`src/rtl/ufg_pkg.sv`:
```
// Shared types, constants and register codes of the UDP frame generator.
// No dependencies; every other file of the block imports this package.
package ufg_pkg;

  // Frame geometry
  localparam int unsigned FRAME_BYTES     = 64;
  localparam int unsigned BEATS_PER_FRAME = FRAME_BYTES / 8;
  localparam int unsigned BEAT_W          = $clog2(BEATS_PER_FRAME);

  // Request limits
  localparam logic [3:0] MAX_FRAMES = 4'd8;

  // Fixed header fields
  localparam logic [15:0] ETH_TYPE_IPV4  = 16'h0800;
  localparam logic [7:0]  IP_VER_IHL     = 8'h45;
  localparam logic [15:0] IP_TOTAL_LEN   = 16'(FRAME_BYTES - 14);
  localparam logic [7:0]  IP_TTL         = 8'h40;
  localparam logic [7:0]  IP_PROTO_UDP   = 8'h11;
  localparam logic [15:0] UDP_LEN        = 16'(FRAME_BYTES - 34);
  localparam logic [15:0] UDP_PORT_RESET = 16'd8080;

  // Sum of the header words that never change (version/IHL/TOS, length, TTL/proto)
  localparam logic [15:0] CSUM_FIXED = {IP_VER_IHL, 8'h00} + IP_TOTAL_LEN
                                       + {IP_TTL, IP_PROTO_UDP};

  // Configuration register indexes
  typedef enum logic [2:0] {
    CFG_DEST_MAC   = 3'd0,
    CFG_SOURCE_MAC = 3'd1,
    CFG_SOURCE_IP  = 3'd2,
    CFG_DEST_IP    = 3'd3,
    CFG_SRC_PORT   = 3'd4,
    CFG_DST_PORT   = 3'd5
  } cfg_idx_e;

  localparam int unsigned CFG_DATA_W = 48;

  // Configuration seen by the beat formatter
  typedef struct packed {
    logic [47:0] dest_mac;
    logic [47:0] source_mac;
    logic [31:0] source_ip;
    logic [31:0] dest_ip;
    logic [15:0] udp_source_port;
    logic [15:0] udp_dest_port;
    logic [15:0] ip_checksum;
  } cfg_t;

  // One beat request from the sequencer to the formatter
  typedef struct packed {
    logic              valid;
    logic [BEAT_W-1:0] index;
    logic [31:0]       seq;
    logic              frame_end;
    logic              burst_end;
  } beat_req_t;

endpackage

```
`src/rtl/ufg_if.sv`:
```
// Valid/ready channel interfaces of the UDP frame generator.
// Depends on ufg_pkg for the beat index width.
interface ufg_req_if;
  logic       valid;
  logic       ready;
  logic [3:0] frame_count;

  modport source (output valid, output frame_count, input ready);
  modport sink   (input valid, input frame_count, output ready);
endinterface

interface ufg_beat_if;
  import ufg_pkg::*;
  logic              valid;
  logic              ready;
  logic [63:0]       beat_data;
  logic [BEAT_W-1:0] beat_index;
  logic              frame_end;
  logic [31:0]       sequence_number;
  logic              burst_end;

  modport source (output valid, output beat_data, output beat_index, output frame_end,
                  output sequence_number, output burst_end, input ready);
  modport sink   (input valid, input beat_data, input beat_index, input frame_end,
                  input sequence_number, input burst_end, output ready);
endinterface

```
`src/rtl/ufg_cfg.sv`:
```
// Configuration registers and the registered IPv4 header checksum.
// Depends on ufg_pkg.
module ufg_cfg (
  input  logic                           clk_i,
  input  logic                           rst_ni,
  input  logic                           cfg_we_i,
  input  logic [2:0]                     cfg_idx_i,
  input  logic [ufg_pkg::CFG_DATA_W-1:0] cfg_data_i,
  output ufg_pkg::cfg_t                  cfg_o
);
  import ufg_pkg::*;

  logic [47:0] dest_mac_q, source_mac_q;
  logic [31:0] source_ip_q, dest_ip_q;
  logic [15:0] src_port_q, dst_port_q;
  logic [15:0] csum_q, csum_d;
  logic [18:0] sum_raw;
  logic [16:0] sum_fold1;
  logic [15:0] sum_fold2;

  // Register writes
  always_ff @(posedge clk_i or negedge rst_ni) begin
    if (!rst_ni) begin
      dest_mac_q   <= '0;
      source_mac_q <= '0;
      source_ip_q  <= '0;
      dest_ip_q    <= '0;
      src_port_q   <= UDP_PORT_RESET;
      dst_port_q   <= UDP_PORT_RESET;
    end else if (cfg_we_i) begin
      case (cfg_idx_i)
        CFG_DEST_MAC:   dest_mac_q   <= cfg_data_i[47:0];
        CFG_SOURCE_MAC: source_mac_q <= cfg_data_i[47:0];
        CFG_SOURCE_IP:  source_ip_q  <= cfg_data_i[31:0];
        CFG_DEST_IP:    dest_ip_q    <= cfg_data_i[31:0];
        CFG_SRC_PORT:   src_port_q   <= cfg_data_i[15:0];
        CFG_DST_PORT:   dst_port_q   <= cfg_data_i[15:0];
        default: ;
      endcase
    end
  end

  // Ones-complement sum of the header words, two end-around folds
  always_comb begin
    sum_raw   = 19'(CSUM_FIXED) + 19'(source_ip_q[31:16]) + 19'(source_ip_q[15:0])
              + 19'(dest_ip_q[31:16]) + 19'(dest_ip_q[15:0]);
    sum_fold1 = 17'(sum_raw[15:0]) + 17'(sum_raw[18:16]);
    sum_fold2 = sum_fold1[15:0] + 16'(sum_fold1[16]);
    csum_d    = ~sum_fold2;
  end

  always_ff @(posedge clk_i or negedge rst_ni) begin
    if (!rst_ni) begin
      csum_q <= ~CSUM_FIXED;
    end else begin
      csum_q <= csum_d;
    end
  end

  assign cfg_o = '{dest_mac:        dest_mac_q,
                   source_mac:      source_mac_q,
                   source_ip:       source_ip_q,
                   dest_ip:         dest_ip_q,
                   udp_source_port: src_port_q,
                   udp_dest_port:   dst_port_q,
                   ip_checksum:     csum_q};

endmodule

```
`src/rtl/ufg_seq.sv`:
```
// Burst sequencer: request holding register, frame/beat counters, sequence number.
// Depends on ufg_pkg and ufg_req_if.
module ufg_seq (
  input  logic               clk_i,
  input  logic               rst_ni,
  ufg_req_if.sink            req,
  input  logic               advance_i,
  output ufg_pkg::beat_req_t beat_req_o
);
  import ufg_pkg::*;

  logic              pend_q, pend_d;
  logic [3:0]        pend_cnt_q, pend_cnt_d;
  logic              act_q, act_d;
  logic [3:0]        frames_q, frames_d;
  logic [BEAT_W-1:0] beat_q, beat_d;
  logic [31:0]       seq_q, seq_d;
  logic              frame_last, burst_last, take_req, req_fire;

  assign frame_last = (beat_q == BEAT_W'(BEATS_PER_FRAME - 1));
  assign burst_last = frame_last && (frames_q == 4'd1);
  // Pending request moves into the counters once the running burst ends
  assign take_req   = pend_q && (!act_q || (advance_i && burst_last));
  assign req.ready  = !pend_q || take_req;
  assign req_fire   = req.valid && req.ready;

  // Next-state logic
  always_comb begin
    pend_d     = pend_q;
    pend_cnt_d = pend_cnt_q;
    act_d      = act_q;
    frames_d   = frames_q;
    beat_d     = beat_q;
    seq_d      = seq_q;

    if (act_q && advance_i) begin
      beat_d = beat_q + BEAT_W'(1);
      if (frame_last) begin
        seq_d    = seq_q + 32'd1;
        frames_d = frames_q - 4'd1;
        if (burst_last) begin
          act_d = 1'b0;
        end
      end
    end

    if (take_req) begin
      pend_d   = 1'b0;
      act_d    = 1'b1;
      frames_d = pend_cnt_q;
      beat_d   = '0;
    end

    // A zero-frame request is taken and dropped
    if (req_fire && (req.frame_count != 4'd0)) begin
      pend_d     = 1'b1;
      pend_cnt_d = (req.frame_count > MAX_FRAMES) ? MAX_FRAMES : req.frame_count;
    end
  end

  always_ff @(posedge clk_i or negedge rst_ni) begin
    if (!rst_ni) begin
      pend_q   <= 1'b0;
      act_q    <= 1'b0;
      frames_q <= '0;
      beat_q   <= '0;
      seq_q    <= '0;
    end else begin
      pend_q   <= pend_d;
      act_q    <= act_d;
      frames_q <= frames_d;
      beat_q   <= beat_d;
      seq_q    <= seq_d;
    end
  end

  always_ff @(posedge clk_i) begin
    pend_cnt_q <= pend_cnt_d;
  end

  assign beat_req_o = '{valid:     act_q,
                        index:     beat_q,
                        seq:       seq_q,
                        frame_end: frame_last,
                        burst_end: burst_last};

endmodule

```
`src/rtl/ufg_beat.sv`:
```
// Beat formatter: builds the 64-bit word for a beat and holds the output register.
// Depends on ufg_pkg and ufg_beat_if.
module ufg_beat (
  input  logic               clk_i,
  input  logic               rst_ni,
  input  ufg_pkg::cfg_t      cfg_i,
  input  ufg_pkg::beat_req_t beat_req_i,
  output logic               advance_o,
  ufg_beat_if.source         beat
);
  import ufg_pkg::*;

  logic              valid_q, valid_d;
  logic [63:0]       data_q, data_d;
  logic [BEAT_W-1:0] index_q;
  logic [31:0]       seq_q;
  logic              frame_end_q, burst_end_q;

  // Output register takes a new word when empty or being taken
  assign advance_o = !valid_q || beat.ready;
  assign valid_d   = advance_o ? beat_req_i.valid : valid_q;

  // Frame bytes of each beat, earliest wire byte on top
  always_comb begin
    case (beat_req_i.index)
      3'd0: data_d = {cfg_i.dest_mac, cfg_i.source_mac[47:32]};
      3'd1: data_d = {cfg_i.source_mac[31:0], ETH_TYPE_IPV4, IP_VER_IHL, 8'h00};
      3'd2: data_d = {IP_TOTAL_LEN, 32'h0, IP_TTL, IP_PROTO_UDP};
      3'd3: data_d = {cfg_i.ip_checksum, cfg_i.source_ip, cfg_i.dest_ip[31:16]};
      3'd4: data_d = {cfg_i.dest_ip[15:0], cfg_i.udp_source_port,
                      cfg_i.udp_dest_port, UDP_LEN};
      3'd5: data_d = {16'h0, beat_req_i.seq, 16'h0};
      default: data_d = '0;
    endcase
  end

  always_ff @(posedge clk_i or negedge rst_ni) begin
    if (!rst_ni) begin
      valid_q <= 1'b0;
    end else begin
      valid_q <= valid_d;
    end
  end

  always_ff @(posedge clk_i) begin
    if (advance_o) begin
      data_q      <= data_d;
      index_q     <= beat_req_i.index;
      seq_q       <= beat_req_i.seq;
      frame_end_q <= beat_req_i.frame_end;
      burst_end_q <= beat_req_i.burst_end;
    end
  end

  assign beat.valid           = valid_q;
  assign beat.beat_data       = data_q;
  assign beat.beat_index      = index_q;
  assign beat.frame_end       = frame_end_q;
  assign beat.sequence_number = seq_q;
  assign beat.burst_end       = burst_end_q;

endmodule

```
`src/rtl/udp_frame_generator.sv`:
```
// An accepted request waits in the pending register until a running burst ends, then
// starts the sequencer; its first beat goes to the output register. Throughput: one
// 64-bit beat per cycle while the sink is ready; the next request follows with no gap.
// Reset: registers return to defaults (MACs/IPs 0, ports 8080), sequence number to 0,
// no request pending and no beat valid.
module udp_frame_generator (
  input  logic                           clk_i,
  input  logic                           rst_ni,
  ufg_req_if.sink                        req,
  ufg_beat_if.source                     beat,
  input  logic                           cfg_we_i,
  input  logic [2:0]                     cfg_idx_i,
  input  logic [ufg_pkg::CFG_DATA_W-1:0] cfg_data_i
);
  import ufg_pkg::*;

  cfg_t      cfg;
  beat_req_t beat_req;
  logic      advance;

  ufg_cfg u_cfg (
    .clk_i      (clk_i),
    .rst_ni     (rst_ni),
    .cfg_we_i   (cfg_we_i),
    .cfg_idx_i  (cfg_idx_i),
    .cfg_data_i (cfg_data_i),
    .cfg_o      (cfg)
  );

  ufg_seq u_seq (
    .clk_i      (clk_i),
    .rst_ni     (rst_ni),
    .req        (req),
    .advance_i  (advance),
    .beat_req_o (beat_req)
  );

  ufg_beat u_beat (
    .clk_i      (clk_i),
    .rst_ni     (rst_ni),
    .cfg_i      (cfg),
    .beat_req_i (beat_req),
    .advance_o  (advance),
    .beat       (beat)
  );

`ifndef SYNTH
  // Frame end marks exactly the last beat of a frame
  a_frame_end_pos: assert property (@(posedge clk_i) disable iff (!rst_ni)
    beat.valid |-> (beat.frame_end == (beat.beat_index == BEAT_W'(BEATS_PER_FRAME - 1))))
    else $error("frame_end not on last beat");

  // Burst end only on a frame end
  a_burst_end: assert property (@(posedge clk_i) disable iff (!rst_ni)
    (beat.valid && beat.burst_end) |-> beat.frame_end)
    else $error("burst_end without frame_end");

  // Within a frame the next beat follows at once with the next index
  a_beat_next: assert property (@(posedge clk_i) disable iff (!rst_ni)
    (beat.valid && beat.ready && !beat.frame_end) |=>
      (beat.valid && (beat.beat_index == ($past(beat.beat_index) + BEAT_W'(1)))))
    else $error("beat sequence broken within frame");
`endif

endmodule

```
`src/flat_wrapper.sv`:
```
// flat-port wrapper written by rule: the top's interface ports become plain ports
module udp_frame_generator_flat import ufg_pkg::*;
  (clk_i, rst_ni, cfg_we_i, cfg_idx_i, cfg_data_i, req_valid, req_frame_count, req_ready, beat_valid, beat_beat_data, beat_beat_index, beat_frame_end, beat_sequence_number, beat_burst_end, beat_ready);
  ufg_req_if req_i ();
  ufg_beat_if beat_i ();
  input  logic clk_i;
  input  logic rst_ni;
  input  logic cfg_we_i;
  input  logic [2:0] cfg_idx_i;
  input  logic [ufg_pkg::CFG_DATA_W-1:0] cfg_data_i;
  input wire logic [$bits(req_i.valid)-1:0] req_valid;
  input wire logic [$bits(req_i.frame_count)-1:0] req_frame_count;
  output wire logic [$bits(req_i.ready)-1:0] req_ready;
  output wire logic [$bits(beat_i.valid)-1:0] beat_valid;
  output wire logic [$bits(beat_i.beat_data)-1:0] beat_beat_data;
  output wire logic [$bits(beat_i.beat_index)-1:0] beat_beat_index;
  output wire logic [$bits(beat_i.frame_end)-1:0] beat_frame_end;
  output wire logic [$bits(beat_i.sequence_number)-1:0] beat_sequence_number;
  output wire logic [$bits(beat_i.burst_end)-1:0] beat_burst_end;
  input wire logic [$bits(beat_i.ready)-1:0] beat_ready;
  assign req_i.valid = req_valid;
  assign req_i.frame_count = req_frame_count;
  assign req_ready = req_i.ready;
  assign beat_valid = beat_i.valid;
  assign beat_beat_data = beat_i.beat_data;
  assign beat_beat_index = beat_i.beat_index;
  assign beat_frame_end = beat_i.frame_end;
  assign beat_sequence_number = beat_i.sequence_number;
  assign beat_burst_end = beat_i.burst_end;
  assign beat_i.ready = beat_ready;
  udp_frame_generator u_core (.clk_i(clk_i), .rst_ni(rst_ni), .req(req_i), .beat(beat_i), .cfg_we_i(cfg_we_i), .cfg_idx_i(cfg_idx_i), .cfg_data_i(cfg_data_i));
endmodule
```
`config.mk`:
```
export PLATFORM = sky130hd
export DESIGN_NAME = udp_frame_generator_flat
export DESIGN_NICKNAME = d
export VERILOG_FILES = /design/src/rtl/ufg_pkg.sv /design/src/rtl/ufg_if.sv /design/src/rtl/ufg_cfg.sv /design/src/rtl/ufg_seq.sv /design/src/rtl/ufg_beat.sv /design/src/rtl/udp_frame_generator.sv /design/src/flat_wrapper.sv
export SDC_FILE = /design/constraint.sdc
export NUM_CORES = 1
export LEC_CHECK = 0
export BUFFER_PORTS_ARGS = -buffer_cell sky130_fd_sc_hd__buf_2
export CAP_MARGIN = 10
export CORE_MARGIN = 2
export CORE_UTILIZATION = 40
export DETAILED_ROUTE_END_ITERATION = 10
export MAX_ROUTING_LAYER = met4
export SLEW_MARGIN = 20
export SYNTH_ARGS = -nofsm -noshare
export SYNTH_HDL_FRONTEND = slang
export SYNTH_SLANG_ARGS = --single-unit
```
`constraint.sdc`:
```
create_clock -name clk_i -period 9 [get_ports clk_i]
set_input_delay 1.8 -clock clk_i [delete_from_list [all_inputs] [get_ports clk_i]]
set_output_delay 1.8 -clock clk_i [all_outputs]
set_load 0.01 [all_outputs]
```
==> metrics.txt <==
Worst Setup Path Type flip-flop to flip-flop; RSZ-0062 raised after global routing no; Finish-stage setup viols 0; ranking of synthesized cells by area dfrtp_1 34%, edfxtp_1 19%, mux2_2 12%; Pre-Repair DR Iteration Count 5; average vias per placed instance around 5.4; DRC viols 0; clock sink total between 300 and 400; post-DR wirelength/cell between 20 and 25 um; Synth Register Bits 355; Fmax 128.6 MHz; TritonCTS clock tree done; HPWL after DPL 30.59 mm; H-tree depth reported by CTS 2; Post-CTS Hold Buffers 0; worst reg2reg path startpoint u_core.u_cfg.dest_ip_q[7]; PostCTS Resize Cnt 0; maximum fanout along the worst path 6; Avg Cell Area, Syn 12.85 um2; die width 207.3 um; share of the synthesized area in the top cell type roughly 34%; setup bufs post-CTS 0; Critical Path RT 9.41 ns; first-pass GRT wire length 67.07 mm; Clock Skew 0.02379 ns; CP most frequent cell fa_1; register clock-pin slew on the reported worst setup and hold paths 0.06 ns; number of global-route vias before repair between 10k and 15k; IO Port Bufs 162; dominant cell type by area after synthesis dfrtp_1; initial core utilization 40.50%; Final Hold Fails 0; Tightest Pin Transition a little under 1 ns; Worst setup EP type flip-flop; mapped cell area 0.01654 mm2; clock latency on the worst-skew pair 0.56 ns; fin crit share 86.38%; register area share after synthesis 57.08%; antenna viol nets, final 0; GRT Total Usage 21.02%; Worst Hold Class flip-flop to flip-flop; Peak supply drop 239.0 uV; dpl ws 1.255 ns; FFs w/ async S/R, synth a little over two thirds; post-route setup TNS 0 ns; dpl cell area ~0.018 mm2; Core Rows 74; initial DRC count between 600 and 700; max-cap violations 0; Final Cell Area 0.01919 mm2; Power Density about 400 mW/mm2; final worst slack roughly 1.2 ns; minimum clock period around 7.8 ns; Crit-path slowest cell fa_1; hold_sp u_core.u_seq.pend_cnt_q[1]; largest net degree at the start of global routing approximately 100; Vias roughly 11k; CP max stage delay 0.53 ns; fillers ~3.7k; LEAKAGE 8.526 nW; Final Wtd Congestion around 0.9; r2r worst-path depth 30; final net count between 1.5k and 2k; share of cells above drive strength 1 30.24%; outcome complete, no violations; YS warnings 0; worst-case clock buffer depth 3; Syn Inst Count 1287; flop2flop setup slack approximately 1.2 ns; root buffer cell clkbuf_16; Die Area between 0.04 and 0.05 mm2; Final Util 47.01%; Main synth FF type dfrtp_1; Arr. time, crit path 8.19 ns; GRT overflow 0; Core ar. between 0.04 and 0.05 mm2; Post-synth EDFFs 105; cts bufs inserted 39; syn_nets roughly 1.4k; Worst slew margin 34.37%; Die Ht 207.3 um; synth unique cells a little over 60; Hold Crit Depth 1; Crit. Startpoint u_core.u_cfg.dest_ip_q[7]; area grow syn2layout 16.07%; Startpoint Class flip-flop; io pins about 160; initial antenna violation count 4; Total Routed Length 43.69 mm; Slew Limit Fails 0
-- registers in the layout, summed over array words and instances, names as in the netlist, 16 cells and up --
name / count
u_core.u_beat.beat.beat_data: 64
u_core.u_cfg.dest_mac_q: 48
u_core.u_cfg.source_ip_q: 32
u_core.u_cfg.dest_ip_q: 32
u_core.u_seq.seq_q: 32
u_core.u_cfg.src_port_q: 16
u_core.u_cfg.csum_q: 16
u_core.u_cfg.source_mac_q: 48
u_core.u_beat.beat.sequence_number: 32
u_core.u_cfg.dst_port_q: 16
-- path summary, 6_finish.rpt --
check | endpoint
hold / removal | u_core.u_seq.frames_q[1]
setup reg to reg | u_core.u_cfg.csum_q[15]
max in group asynchronous | u_core.u_cfg.dest_mac_q[41]
min in group asynchronous | u_core.u_seq.seq_q[20]
hold reg to reg | u_core.u_seq.frames_q[1]
setup / recovery | u_core.u_cfg.csum_q[15]
-- final cells by class --
type	instances	area, um2	share of cell area [%]
sequential	355	9439	49.18
multi-input combinational	756	6501	33.87
timing repair buffer	176	929.6	4.843
clock buffer	62	1114	5.801
tap	532	665.6	3.468
inverter	119	446.7	2.327
antenna	1	2.502	0.01304
clock inverter	10	96.34	0.5019
-- power by group --
group          switching [mW]  internal (mW)  total, mW
registers               0.198           2.12       2.32
logic                    2.32           1.49       3.82
clock network           0.649          0.883       1.53
total                    3.17           4.50       7.67
-- kinds of logic after synthesis --
kind of cell,count (synthesis),synth area share (%)
xor+xnor,64,3.390
flops,355,57.08
buf+inv,176,4.040
compound gates,210,9.094
fa+ha+maj,81,7.581
simple gates,221,6.575
mux,180,12.24
-- layer usage --
metal	track usage (%)	share of wire [%]	vias to the layer above
li1	-	-	4915
met5	-	0	-
met4	5.911	2.3	0
met2	32.70	47	293
met3	4.281	5.6	54
met1	28.06	45	5563
-- cell usage after synthesis (6+ instances only) --
library cell / number
o21ai_0: 62
clkbuf_1: 50
xor2_1: 25
dfrtp_1: 226
a22oi_1: 49
a222oi_1: 29
nand3_1: 17
nor2_1: 36
dfstp_2: 24
buf_1: 6
ha_1: 49
nor3_1: 6
nor2b_1: 10
fa_1: 32
xnor2_1: 39
a21oi_1: 20
mux2_2: 178
and3_1: 10
edfxtp_1: 105
nand2b_1: 7
nand4_1: 6
inv_1: 119
nand2_1: 96
a22o_1: 9
-- placed cells by master, fill, tap and decap left out, types with 4 or more instances in the layout --
cell / count
ha_1: 48
a21o_1: 4
dfrtp_1: 226
clkbuf_1: 19
o21ai_0: 62
a211oi_1: 4
mux2_2: 178
xnor2_1: 39
nand4b_1: 5
nand4_1: 6
nor2b_1: 8
a22o_1: 9
a222oi_1: 29
a31oi_1: 5
nand2_1: 96
nor2_1: 36
xor2_1: 25
nor4_1: 4
nor3_1: 5
buf_2: 161
buf_4: 13
nand3_1: 17
dfstp_2: 24
clkbuf_16: 40
and3_1: 10
clkinv_2: 4
fa_1: 32
a22oi_1: 49
inv_1: 119
a21oi_1: 20
edfxtp_1: 105
nand2b_1: 6
-- worst max-delay path: cells and delay by family (launching register included) --
family / cells / cell delay, ns
AO/OA/AOI/OAI: 9 / 2.15
XOR/XNOR: 2 / 0.36
adder cells (fa/ha/maj): 6 / 2.42
buffers and inverters: 3 / 0.18
flip-flops: 1 / 0.36
AND/OR/NAND/NOR: 10 / 2.20
-- metrics by stage --
step | std cells | hold slack (ns) | power [mW]
detailed placement | 1937 | 0.4846 | 6.142
finish | 2011 | 0.4957 | 7.669
global placement | 1937 | 0.4663 | 6.124
CTS | 2009 | 0.4994 | 7.713
global route | 2011 | 0.5089 | 8.220
floorplan | 1287 | 0.4512 | 5.001
(Power assumes the default switching activity.)
